$ cat config.mk
export PLATFORM = sky130hd
export DESIGN_NAME = all_pole_iir_filter_unit_flat
export DESIGN_NICKNAME = d
export VERILOG_FILES = /design/src/hdl/apif_pkg.sv /design/src/hdl/apif_channels.sv /design/src/hdl/all_pole_iir_filter_unit.sv /design/src/hdl/apif_mac.sv /design/src/hdl/apif_div.sv /design/src/flat_wrapper.sv
export SDC_FILE = /design/constraint.sdc
export NUM_CORES = 2
export LEC_CHECK = 0
export BUFFER_PORTS_ARGS = -buffer_cell sky130_fd_sc_hd__buf_2
export CORE_MARGIN = 2
export CORE_UTILIZATION = 42
export DETAILED_ROUTE_END_ITERATION = 12
export PLACE_DENSITY = 0.7
export SYNTH_ARGS = -nofsm -noshare
export SYNTH_HDL_FRONTEND = slang
export SYNTH_SLANG_ARGS = --single-unit
$ cat constraint.sdc
create_clock -name clk -period 7.3 [get_ports clk]
set_clock_uncertainty 0.1 [all_clocks]
set_input_delay 1.095 -clock clk [delete_from_list [all_inputs] [get_ports clk]]
set_output_delay 1.095 -clock clk [all_outputs]
set_load 0.02 [all_outputs]
$ cat src/hdl/apif_pkg.sv
// ----------------------------------------------------------------------------
// All-pole IIR filter package
// Shared widths, codes and types for the all-pole IIR filter block.
// ----------------------------------------------------------------------------
`default_nettype none

package apif_pkg;

    localparam int MAX_ORDER        = 16;
    localparam int DATA_W           = 16;
    localparam int COEF_IDX_FIELD_W = 5;
    localparam int CFG_ORDER_W      = 5;
    localparam int PROD_W           = 2 * DATA_W;
    localparam int ORDER_W          = $clog2(MAX_ORDER + 1);
    localparam int COEF_IDX_W       = $clog2(MAX_ORDER + 1);
    localparam int HIST_IDX_W       = (MAX_ORDER > 1) ? $clog2(MAX_ORDER) : 1;
    localparam int ACC_W            = PROD_W + $clog2(MAX_ORDER + 1) + 1;
    localparam int QCNT_W           = $clog2(DATA_W);
    localparam int FRAC_SHIFT       = 12;

    localparam int PADDR_W   = 3;
    localparam int PDATA_W   = 32;
    localparam int REG_IDX_W = 1;

    localparam logic [REG_IDX_W-1:0] REG_FILTER_ORDER = 1'b0;

    localparam logic CMD_FILTER    = 1'b0;
    localparam logic CMD_LOAD_COEF = 1'b1;

    localparam logic signed [DATA_W-1:0] A0_RESET   = 16'sd4096;
    localparam logic signed [DATA_W-1:0] SAMPLE_MAX = 16'sh7FFF;
    localparam logic signed [DATA_W-1:0] SAMPLE_MIN = 16'sh8000;
    localparam logic [DATA_W-1:0]        MAG_POS_MAX = 16'h7FFF;
    localparam logic [DATA_W-1:0]        MAG_NEG_MAX = 16'h8000;

    typedef struct packed {
        logic signed [DATA_W-1:0] filtered;
        logic                     saturated;
        logic                     gain_error;
    } apif_result_t;

    typedef struct packed {
        logic load;
        logic issue;
    } apif_mac_ctl_t;

endpackage

`default_nettype wire

$ cat src/hdl/apif_channels.sv
// ----------------------------------------------------------------------------
// All-pole IIR filter channels
// Valid/ready channel interfaces for the input items and the result beats.
// ----------------------------------------------------------------------------
`default_nettype none

interface apif_in_if;
    import apif_pkg::*;

    logic                               valid;
    logic                               ready;
    logic                               cmd;
    logic [COEF_IDX_FIELD_W-1:0]        coef_index;
    logic signed [DATA_W-1:0]           value;

    modport source (output valid, output cmd, output coef_index, output value, input ready);
    modport sink   (input valid, input cmd, input coef_index, input value, output ready);
endinterface

interface apif_out_if;
    import apif_pkg::*;

    logic                     valid;
    logic                     ready;
    logic signed [DATA_W-1:0] filtered;
    logic                     saturated;
    logic                     gain_error;

    modport source (output valid, output filtered, output saturated, output gain_error,
                    input ready);
    modport sink   (input valid, input filtered, input saturated, input gain_error,
                    output ready);
endinterface

`default_nettype wire

$ cat src/hdl/all_pole_iir_filter_unit.sv
// ----------------------------------------------------------------------------
// All-pole IIR filter unit
// Direct-form all-pole filter with loadable denominator coefficients.
// ----------------------------------------------------------------------------
// The item channel carries two kinds of beats. A coefficient beat (cmd 1)
// writes a[coef_index] in the cycle it is accepted and leaves the unit ready.
// A sample beat (cmd 0) computes y = (x - sum a[k]*y[n-k]) / a[0] and yields
// one result beat on the result channel.
// A sample passes from acceptance to the result register through these
// steps, where order is filter_order capped at 16: one multiply per tap on the
// shared multiplier, a drain state, a start state, the serial divider (check,
// 16 steps, finish, done) and an emit state. With order zero there are no
// multiplies and no drain state. An overflowing or zero-gain sample skips the
// 16 steps. The unit is not ready while a sample is in flight, so it takes no
// new item until that sample has passed through the emit state.
// filter_order is written over the APB port at byte address 0 and is read
// back there; it must be written only while the unit is idle.
// A finished result sits in an output register, so a new item is taken
// while it waits. If the receiver stalls, the next sample holds at its end
// until the output register is free, and the history advances then.
// Reset clears the output history, sets a[0] to 1.0 and the other
// coefficients and filter_order to zero.
// ----------------------------------------------------------------------------
`default_nettype none

module all_pole_iir_filter_unit (
    input  logic                            clk,
    input  logic                            rst_n,
    input  logic                            psel,
    input  logic                            penable,
    input  logic                            pwrite,
    input  logic [apif_pkg::PADDR_W-1:0]    paddr,
    input  logic [apif_pkg::PDATA_W-1:0]    pwdata,
    output logic [apif_pkg::PDATA_W-1:0]    prdata,
    output logic                            pready,
    apif_in_if.sink                         item,
    apif_out_if.source                      result
);
    import apif_pkg::*;

    typedef enum logic [5:0] {
        S_IDLE      = 6'b000001,
        S_MAC       = 6'b000010,
        S_DRAIN     = 6'b000100,
        S_DIV_START = 6'b001000,
        S_DIV_WAIT  = 6'b010000,
        S_EMIT      = 6'b100000
    } apif_state_t;

    apif_state_t              state_reg, state_next;
    logic [CFG_ORDER_W-1:0]   filter_order_reg;
    logic signed [DATA_W-1:0] coef_reg [0:MAX_ORDER];
    logic signed [DATA_W-1:0] hist_reg [0:MAX_ORDER-1];
    logic [ORDER_W-1:0]       order_reg;
    logic [HIST_IDX_W-1:0]    tap_reg;
    logic                     out_full_reg;
    apif_result_t             out_data_reg;

    logic                     item_fire;
    logic                     sample_fire;
    logic                     coef_we;
    logic                     cfg_we;
    logic                     last_tap;
    logic                     emit_ok;
    logic [ORDER_W-1:0]       order_eff;
    logic signed [ACC_W-1:0]  acc_init;
    logic signed [ACC_W-1:0]  acc;
    logic signed [DATA_W-1:0] mac_coef;
    logic signed [DATA_W-1:0] mac_hist;
    apif_mac_ctl_t            mac_ctl;
    logic                     div_done;
    apif_result_t             div_res;

    assign item.ready  = (state_reg == S_IDLE);
    assign item_fire   = item.valid && item.ready;
    assign sample_fire = item_fire && (item.cmd == CMD_FILTER);
    assign coef_we     = item_fire && (item.cmd == CMD_LOAD_COEF)
                         && (32'(item.coef_index) <= MAX_ORDER);

    assign pready = 1'b1;
    assign cfg_we = psel && penable && pwrite
                    && (paddr[PADDR_W-1:2] == REG_FILTER_ORDER);
    assign prdata = (paddr[PADDR_W-1:2] == REG_FILTER_ORDER)
                    ? PDATA_W'(filter_order_reg) : '0;

    always_comb
    begin
        if (32'(filter_order_reg) > MAX_ORDER)
        begin
            order_eff = ORDER_W'(MAX_ORDER);
        end
        else
        begin
            order_eff = ORDER_W'(filter_order_reg);
        end
    end

    assign acc_init = {{(ACC_W - DATA_W){item.value[DATA_W-1]}}, item.value} << FRAC_SHIFT;
    assign last_tap = (ORDER_W'(tap_reg) + ORDER_W'(1)) == order_reg;
    assign emit_ok  = (state_reg == S_EMIT) && (!out_full_reg || result.ready);
    assign mac_coef = coef_reg[COEF_IDX_W'(tap_reg) + COEF_IDX_W'(1)];
    assign mac_hist = hist_reg[tap_reg];

    assign mac_ctl.load  = sample_fire;
    assign mac_ctl.issue = (state_reg == S_MAC);

    apif_mac u_mac (
        .clk        (clk),
        .rst_n      (rst_n),
        .ctl        (mac_ctl),
        .load_value (acc_init),
        .coef       (mac_coef),
        .hist       (mac_hist),
        .acc        (acc)
    );

    apif_div u_div (
        .clk      (clk),
        .rst_n    (rst_n),
        .start    (state_reg == S_DIV_START),
        .dividend (acc),
        .divisor  (coef_reg[0]),
        .done     (div_done),
        .res      (div_res)
    );

    always_comb
    begin
        state_next = state_reg;
        case (state_reg)
            S_IDLE:
            begin
                if (sample_fire)
                begin
                    state_next = (order_eff == '0) ? S_DIV_START : S_MAC;
                end
            end
            S_MAC:
            begin
                if (last_tap)
                begin
                    state_next = S_DRAIN;
                end
            end
            S_DRAIN:
            begin
                state_next = S_DIV_START;
            end
            S_DIV_START:
            begin
                state_next = S_DIV_WAIT;
            end
            S_DIV_WAIT:
            begin
                if (div_done)
                begin
                    state_next = S_EMIT;
                end
            end
            S_EMIT:
            begin
                if (emit_ok)
                begin
                    state_next = S_IDLE;
                end
            end
            default:
            begin
                state_next = S_IDLE;
            end
        endcase
    end

    always_ff @(posedge clk or negedge rst_n)
    begin
        if (!rst_n)
        begin
            state_reg        <= S_IDLE;
            filter_order_reg <= '0;
            out_full_reg     <= 1'b0;
            for (int i = 0; i <= MAX_ORDER; i++)
            begin
                coef_reg[i] <= '0;
            end
            coef_reg[0] <= A0_RESET;
            for (int i = 0; i < MAX_ORDER; i++)
            begin
                hist_reg[i] <= '0;
            end
        end
        else
        begin
            state_reg <= state_next;
            if (cfg_we)
            begin
                filter_order_reg <= pwdata[CFG_ORDER_W-1:0];
            end
            if (coef_we)
            begin
                coef_reg[COEF_IDX_W'(item.coef_index)] <= item.value;
            end
            if (emit_ok)
            begin
                out_full_reg <= 1'b1;
                for (int i = MAX_ORDER - 1; i > 0; i--)
                begin
                    hist_reg[i] <= hist_reg[i-1];
                end
                hist_reg[0] <= div_res.filtered;
            end
            else if (result.ready)
            begin
                out_full_reg <= 1'b0;
            end
        end
    end

    always_ff @(posedge clk)
    begin
        if (sample_fire)
        begin
            order_reg <= order_eff;
            tap_reg   <= '0;
        end
        else if (state_reg == S_MAC)
        begin
            tap_reg <= tap_reg + HIST_IDX_W'(1);
        end
        if (emit_ok)
        begin
            out_data_reg <= div_res;
        end
    end

    assign result.valid      = out_full_reg;
    assign result.filtered   = out_data_reg.filtered;
    assign result.saturated  = out_data_reg.saturated;
    assign result.gain_error = out_data_reg.gain_error;

endmodule

`default_nettype wire

$ cat src/hdl/apif_mac.sv
// ----------------------------------------------------------------------------
// All-pole IIR filter multiply-accumulate unit
// One shared signed multiplier with a registered product feeding a
// subtracting accumulator.
// ----------------------------------------------------------------------------
`default_nettype none

module apif_mac (
    input  logic                                   clk,
    input  logic                                   rst_n,
    input  apif_pkg::apif_mac_ctl_t                ctl,
    input  logic signed [apif_pkg::ACC_W-1:0]      load_value,
    input  logic signed [apif_pkg::DATA_W-1:0]     coef,
    input  logic signed [apif_pkg::DATA_W-1:0]     hist,
    output logic signed [apif_pkg::ACC_W-1:0]      acc
);
    import apif_pkg::*;

    logic signed [PROD_W-1:0] prod_reg;
    logic                     prod_vld_reg;
    logic signed [ACC_W-1:0]  acc_reg;

    always_ff @(posedge clk or negedge rst_n)
    begin
        if (!rst_n)
        begin
            prod_vld_reg <= 1'b0;
        end
        else
        begin
            prod_vld_reg <= ctl.issue && !ctl.load;
        end
    end

    always_ff @(posedge clk)
    begin
        if (ctl.issue)
        begin
            prod_reg <= coef * hist;
        end
        if (ctl.load)
        begin
            acc_reg <= load_value;
        end
        else if (prod_vld_reg)
        begin
            acc_reg <= acc_reg - {{(ACC_W - PROD_W){prod_reg[PROD_W-1]}}, prod_reg};
        end
    end

    assign acc = acc_reg;

endmodule

`default_nettype wire

$ cat src/hdl/apif_div.sv
// ----------------------------------------------------------------------------
// All-pole IIR filter serial divider
// Signed division truncated toward zero, one quotient bit per cycle, with
// early overflow detection, saturation to 16 bits and a zero-divisor flag.
// ----------------------------------------------------------------------------
`default_nettype none

module apif_div (
    input  logic                                   clk,
    input  logic                                   rst_n,
    input  logic                                   start,
    input  logic signed [apif_pkg::ACC_W-1:0]      dividend,
    input  logic signed [apif_pkg::DATA_W-1:0]     divisor,
    output logic                                   done,
    output apif_pkg::apif_result_t                 res
);
    import apif_pkg::*;

    typedef enum logic [3:0] {
        D_IDLE  = 4'b0001,
        D_CHECK = 4'b0010,
        D_STEP  = 4'b0100,
        D_DONE  = 4'b1000
    } apif_div_state_t;

    apif_div_state_t   state_reg, state_next;
    logic              done_reg;
    logic [ACC_W-1:0]  rem_reg;
    logic [ACC_W-1:0]  dsh_reg;
    logic [DATA_W-1:0] dmag_reg;
    logic [DATA_W-1:0] q_reg;
    logic [QCNT_W-1:0] cnt_reg;
    logic              neg_reg;
    logic              zero_reg;
    logic              ovf_reg;
    apif_result_t      res_reg;

    logic [ACC_W-1:0]  mag_n;
    logic [DATA_W-1:0] mag_d;
    logic              ovf;
    logic              fit;
    apif_result_t      fin;

    always_comb
    begin
        mag_n = dividend[ACC_W-1] ? ACC_W'(-dividend) : ACC_W'(dividend);
        mag_d = divisor[DATA_W-1] ? DATA_W'(-divisor) : DATA_W'(divisor);
        ovf   = rem_reg >= (ACC_W'(dmag_reg) << DATA_W);
        fit   = rem_reg >= dsh_reg;
    end

    always_comb
    begin
        fin.filtered   = '0;
        fin.saturated  = 1'b0;
        fin.gain_error = 1'b0;
        if (zero_reg)
        begin
            fin.gain_error = 1'b1;
        end
        else if (neg_reg)
        begin
            if (ovf_reg || q_reg > MAG_NEG_MAX)
            begin
                fin.filtered  = SAMPLE_MIN;
                fin.saturated = 1'b1;
            end
            else
            begin
                fin.filtered = DATA_W'(-q_reg);
            end
        end
        else
        begin
            if (ovf_reg || q_reg > MAG_POS_MAX)
            begin
                fin.filtered  = SAMPLE_MAX;
                fin.saturated = 1'b1;
            end
            else
            begin
                fin.filtered = q_reg;
            end
        end
    end

    always_comb
    begin
        state_next = state_reg;
        case (state_reg)
            D_IDLE:
            begin
                if (start)
                begin
                    state_next = D_CHECK;
                end
            end
            D_CHECK:
            begin
                if (zero_reg || ovf)
                begin
                    state_next = D_DONE;
                end
                else
                begin
                    state_next = D_STEP;
                end
            end
            D_STEP:
            begin
                if (cnt_reg == QCNT_W'(DATA_W - 1))
                begin
                    state_next = D_DONE;
                end
            end
            D_DONE:
            begin
                state_next = D_IDLE;
            end
            default:
            begin
                state_next = D_IDLE;
            end
        endcase
    end

    always_ff @(posedge clk or negedge rst_n)
    begin
        if (!rst_n)
        begin
            state_reg <= D_IDLE;
            done_reg  <= 1'b0;
        end
        else
        begin
            state_reg <= state_next;
            done_reg  <= (state_reg == D_DONE);
        end
    end

    always_ff @(posedge clk)
    begin
        case (state_reg)
            D_IDLE:
            begin
                if (start)
                begin
                    rem_reg  <= mag_n;
                    dmag_reg <= mag_d;
                    neg_reg  <= dividend[ACC_W-1] ^ divisor[DATA_W-1];
                    zero_reg <= (divisor == '0);
                end
            end
            D_CHECK:
            begin
                ovf_reg <= ovf;
                dsh_reg <= ACC_W'(dmag_reg) << (DATA_W - 1);
                q_reg   <= '0;
                cnt_reg <= '0;
            end
            D_STEP:
            begin
                if (fit)
                begin
                    rem_reg <= rem_reg - dsh_reg;
                end
                q_reg   <= {q_reg[DATA_W-2:0], fit};
                dsh_reg <= dsh_reg >> 1;
                cnt_reg <= cnt_reg + QCNT_W'(1);
            end
            D_DONE:
            begin
                res_reg <= fin;
            end
            default:
            begin
            end
        endcase
    end

    assign done = done_reg;
    assign res  = res_reg;

endmodule

`default_nettype wire

$ cat src/flat_wrapper.sv
// flat-port wrapper written by rule: the top's interface ports become plain ports
module all_pole_iir_filter_unit_flat import apif_pkg::*;
  (clk, rst_n, psel, penable, pwrite, paddr, pwdata, prdata, pready, item_valid, item_cmd, item_coef_index, item_value, item_ready, result_valid, result_filtered, result_saturated, result_gain_error, result_ready);
  apif_in_if item_i ();
  apif_out_if result_i ();
  input  logic clk;
  input  logic rst_n;
  input  logic psel;
  input  logic penable;
  input  logic pwrite;
  input  logic [apif_pkg::PADDR_W-1:0] paddr;
  input  logic [apif_pkg::PDATA_W-1:0] pwdata;
  output logic [apif_pkg::PDATA_W-1:0] prdata;
  output logic pready;
  input wire logic [$bits(item_i.valid)-1:0] item_valid;
  input wire logic [$bits(item_i.cmd)-1:0] item_cmd;
  input wire logic [$bits(item_i.coef_index)-1:0] item_coef_index;
  input wire logic [$bits(item_i.value)-1:0] item_value;
  output wire logic [$bits(item_i.ready)-1:0] item_ready;
  output wire logic [$bits(result_i.valid)-1:0] result_valid;
  output wire logic [$bits(result_i.filtered)-1:0] result_filtered;
  output wire logic [$bits(result_i.saturated)-1:0] result_saturated;
  output wire logic [$bits(result_i.gain_error)-1:0] result_gain_error;
  input wire logic [$bits(result_i.ready)-1:0] result_ready;
  assign item_i.valid = item_valid;
  assign item_i.cmd = item_cmd;
  assign item_i.coef_index = item_coef_index;
  assign item_i.value = item_value;
  assign item_ready = item_i.ready;
  assign result_valid = result_i.valid;
  assign result_filtered = result_i.filtered;
  assign result_saturated = result_i.saturated;
  assign result_gain_error = result_i.gain_error;
  assign result_i.ready = result_ready;
  all_pole_iir_filter_unit u_core (.clk(clk), .rst_n(rst_n), .psel(psel), .penable(penable), .pwrite(pwrite), .paddr(paddr), .pwdata(pwdata), .prdata(prdata), .pready(pready), .item(item_i), .result(result_i));
endmodule
==> results.md <==
- The via count normalized by instance count is 5.39.
- The worst setup path is of the flip-flop to flip-flop kind.
- The length in cells of the worst reg-to-reg path is 26.
- The final reports fail on negative setup slack.
- The cell at the slowest stage of the critical path is sky130_fd_sc_hd__mux4_2.
- In the post-synthesis netlist, the biggest area contributors are sky130_fd_sc_hd__dfrtp_1 28%, sky130_fd_sc_hd__edfxtp_1 13%, sky130_fd_sc_hd__fa_1 11%.
- The actual slew at the worst max-slew pin is 1.29 ns.
- Buffers placed on the I/O ports in this run total 59.
- The TritonCTS buffer count is 82.
- The pin count of the biggest net entering global routing is 170.
- The clock network is responsible for 25.7% of the overall power.
- The average instance in the mapped netlist occupies 10.5 µm².
- The routed layout has 34900 vias.
- The worst hold slack across all endpoints is 0.324 ns.
- The delay of the slowest cell on the worst path is 0.60 ns.
- The die is 344 µm tall.
- The number of enable-type register cells in the synthesized netlist is 207.
- The number of flip-flops in the largest register is 272.
- Counting distinct cell types in the post-synthesis netlist gives 87.
- The clock transition at the registers of the reported paths is 0.06 ns.
- The share of total power consumed by net switching is 35.3%.
- The top-area cell type share of the netlist area is 28.1%.
- Across the run, the number of max-cap violations was 0.
- Summed over all layers, the global routing overflow is 0.
- The growth of design area from synthesis to finish is 18.3%.
- The maximum ir drop on the vdd rail is 0.180 mV.
- The sequential cell fraction of total power is 31.7%.
- The global router's overall resource usage is 21.2%.
- The hold violation count in the final report came to 0.
- The initial antenna violation count came to 12.
- The effective utilization at floorplan is 42.4%.
- In this run the remaining antenna-violating nets after routing total 0.
- For flop-to-flop paths, the worst setup slack is -0.36 ns.
- The number of global-route vias before repair is 35300.
- Cell internal power was estimated by the tool at 11.1 mW.
- Counting the fill cells in the layout gives 9763.
- The main flop type after synthesis is sky130_fd_sc_hd__dfrtp_1.
- For this run, asynchronously set or reset flops after synthesis account for 71.0%.
- Setup total negative slack on the finished layout was measured at -2.80 ns.
- The portion of the clock cycle consumed by the worst path in the final layout is 105%.
- The relative slew slack is 14.3%.
- The tightest min-delay check is of the flip-flop to flip-flop type.
- The count of hold buffers inserted by post-cts repair is 0.
- The data arrival time at the worst-slack endpoint is 7.97 ns.
- The number of nets in the layout is 5401.
- The cell count after synthesis is 4594.
- The later pin in the worst-skew pair is clocked with a latency of 0.66 ns.
- The largest area contributor in the synthesized netlist is sky130_fd_sc_hd__dfrtp_1.
- Clock tree synthesis found a total of 769 sinks.
- The setup slack of the critical path after layout is -0.363 ns.
- After detailed routing, the average wire length per cell comes to 19.3 µm.
- The area of the core is 114000 µm².
- The power density over the cells is 299 nW/µm².
- Per report_power, the combinational group accounts for 42.6% of the total.
- The maximum clock frequency is 131 MHz.
- At the end of routability-driven placement, the weighted congestion stood at 0.899.
- The reg-to-reg startpoint is u_core.tap_reg[0]$_SDFFE_PP0P_.
- The switching power is 6.05 mW.
- The number of buffers on the longest clock path is 3.
- For this design the static power due to leakage is 27.3 nW.
- The routed design has 125000 µm of wire.
- In this run the worst setup path terminates at u_core.u_mac.prod_reg[30]$_DFFE_PP_.
- Setup violations remaining at the end of the flow were counted as 13.
- The first-pass detailed-route iteration total is 6.
- The fraction of layout cells with a size suffix above 1 is 24.7%.
- For this block, the initial DRC count from the detailed router was 3256.
- The worst path required time is 7.61 ns.
- The number of rows in the core area is 124.
- Setup repair after global routing could not meet its margin everywhere.
- The startpoint kind of the worst setup timing path is a flip-flop.
- The post-synthesis instance area is 48400 µm².
- The endpoint of the most critical register-to-register path is u_core.u_mac.prod_reg[30]$_DFFE_PP_.
- The critical hold path startpoint is u_core.u_div.res[1]$_SDFFCE_PP0P_.
- The flow ran to the end, but the final reports show violations.
- The maximum fanout along the worst path is 6.
- The cell repeated most along the worst path is sky130_fd_sc_hd__fa_1.
- The H-tree was split into 3 levels.
- The count of warnings emitted by yosys is 0.
- The start point of the critical path is u_core.tap_reg[0]$_SDFFE_PP0P_.
- The cell chosen for the clock root is sky130_fd_sc_hd__clkbuf_16.
- The number of ports placed on the die boundary is 117.
- The final routed DRC violation total is 0.
- Summed over all nets, the half-perimeter wirelength after detailed placement is 85000 µm.
- The floorplan step defined a die boundary enclosing 118000 µm².
- The wire length of the first global-routing pass is 198000 µm.
- The clock period minus final worst setup slack is 7.66 ns.
- Along the worst hold path, the cell count comes to 0.
- Sequential cells were found to cover 41.7% of the synthesized design area.
- The CTS tree is yes.
- The worst setup path is captured at a flip-flop.
- The final-report max-slew violation count is 0.
- The die width is 344 µm.
- The register bit total from synthesis is 769.
==> cells in the final DEF, fill, tap and decap left out, types with 19 or more instances in the layout <==
cell type                   count
sky130_fd_sc_hd__nand2_1     1033
sky130_fd_sc_hd__inv_2         21
sky130_fd_sc_hd__inv_1        386
sky130_fd_sc_hd__nand3_1       33
sky130_fd_sc_hd__and2_1        31
sky130_fd_sc_hd__ha_1         152
sky130_fd_sc_hd__mux2_2       280
sky130_fd_sc_hd__fa_1         248
sky130_fd_sc_hd__dfrtp_1      543
sky130_fd_sc_hd__nor2_1       202
sky130_fd_sc_hd__a31oi_1       19
sky130_fd_sc_hd__buf_4        290
sky130_fd_sc_hd__nand3b_1      19
sky130_fd_sc_hd__mux2i_1       25
sky130_fd_sc_hd__clkbuf_16     86
sky130_fd_sc_hd__or2_2         20
sky130_fd_sc_hd__buf_12        42
sky130_fd_sc_hd__nand2b_1      41
sky130_fd_sc_hd__buf_2         58
sky130_fd_sc_hd__nor2b_1       87
sky130_fd_sc_hd__o21ai_0      114
sky130_fd_sc_hd__o31ai_1       20
sky130_fd_sc_hd__conb_1        28
sky130_fd_sc_hd__buf_6         48
sky130_fd_sc_hd__a21oi_1       99
sky130_fd_sc_hd__mux4_2       137
sky130_fd_sc_hd__nor3_1        23
sky130_fd_sc_hd__xnor2_1      102
sky130_fd_sc_hd__edfxtp_1     207
sky130_fd_sc_hd__a21o_1        41
sky130_fd_sc_hd__xor2_1        51
==> cell type report <==
class	instances	area (µm²)	area share (%)
diodes	2	5.00	0.00874
inverters	410	1550	2.71
clock buffers	107	2340	4.08
well taps	1512	1890	3.30
flip-flops and latches	769	20200	35.3
clock inverters	40	507	0.885
repair buffers	449	4100	7.15
multi-input cells	3190	26700	46.6
==> stage by stage <==
stage,util (%),setup WS (ns),power (mW),cells,cell area [µm²]
2_1_floorplan,-,0.00138,9.33,4620,48800
3_3_place_gp,45.9,-0.631,11.7,6232,52400
3_5_place_dp,45.9,-0.744,11.8,6232,52400
4_1_cts,49.4,-0.243,16.8,6440,56500
5_1_grt,50.1,-0.577,18.0,6478,57300
6_report,50.1,-0.363,17.1,6479,57300
==> synth_stat cells, types with 103 or more instances <==
| library cell | count |
|---|---|
| sky130_fd_sc_hd__edfxtp_1 | 207 |
| sky130_fd_sc_hd__inv_1 | 409 |
| sky130_fd_sc_hd__o21ai_0 | 129 |
| sky130_fd_sc_hd__xnor2_1 | 103 |
| sky130_fd_sc_hd__nor2_1 | 210 |
| sky130_fd_sc_hd__mux2_2 | 281 |
| sky130_fd_sc_hd__mux4_2 | 137 |
| sky130_fd_sc_hd__dfrtp_1 | 543 |
| sky130_fd_sc_hd__ha_1 | 171 |
| sky130_fd_sc_hd__clkbuf_1 | 174 |
| sky130_fd_sc_hd__nand2_1 | 1052 |
| sky130_fd_sc_hd__a21oi_1 | 112 |
| sky130_fd_sc_hd__fa_1 | 264 |
==> what timing repair did <==
item,CTS,global route
hold endpoints to repair,0,0
gates cloned,3,2
endpoints found under the setup margin,15,18
gates resized for setup,128,137
pin swaps,95,77
buffers inserted,58,43
==> how the worst min path moves through the flow <==
stage / to / slack [ns]
after global routing: u_core.result.saturated$_DFFE_PP_ / 0.34
after CTS: u_core.result.saturated$_DFFE_PP_ / 0.33
final: u_core.result.saturated$_DFFE_PP_ / 0.32
after global placement: u_core.result.gain_error$_DFFE_PP_ / 0.30
after detailed placement: u_core.result.saturated$_DFFE_PP_ / 0.32
after floorplan: u_core.result.gain_error$_DFFE_PP_ / 0.30
==> power by group through the flow <==
stage | clock (mW) | combinational, mW | sequential (mW)
global route | 4.63 | 7.86 | 5.47
floorplan | 0 | 4.02 | 5.30
finish | 4.40 | 7.30 | 5.42
detailed placement | 0 | 6.33 | 5.48
global placement | 0 | 6.23 | 5.46
CTS | 4.46 | 6.92 | 5.41
==> logic make-up after synthesis <==
logic type / count (synthesis) / share of synthesized area, %
compound gates: 475 / 6.33
xor+xnor: 156 / 2.82
fa+ha+maj: 435 / 15.3
buf+inv: 661 / 5.43
flops: 769 / 41.7
mux: 446 / 13.5
other cells: 2 / 0.0155
simple gates: 1650 / 14.9
==> worst max-delay path: cells and delay by family, from the launching register on <==
family,cells,cell delay (ns)
AO/OA/AOI/OAI,6,1.25
XOR/XNOR,1,0.09
adder cells (fa/ha/maj),7,3.23
buffers and inverters,8,0.97
flip-flops,1,0.40
multiplexers,2,1.11
AND/OR/NAND/NOR,2,0.22
==> layer usage <==
layer  wire, µm  global-route usage, %  up-vias
met5        121                      0        -
met2      56900                   32.9     1038
met1      55500                   30.0    17700
met3       8770                   4.38      206
li1           -                      -    16000
met4       3680                   6.40       20
No activity file was read; power rests on OpenSTA's default activity.
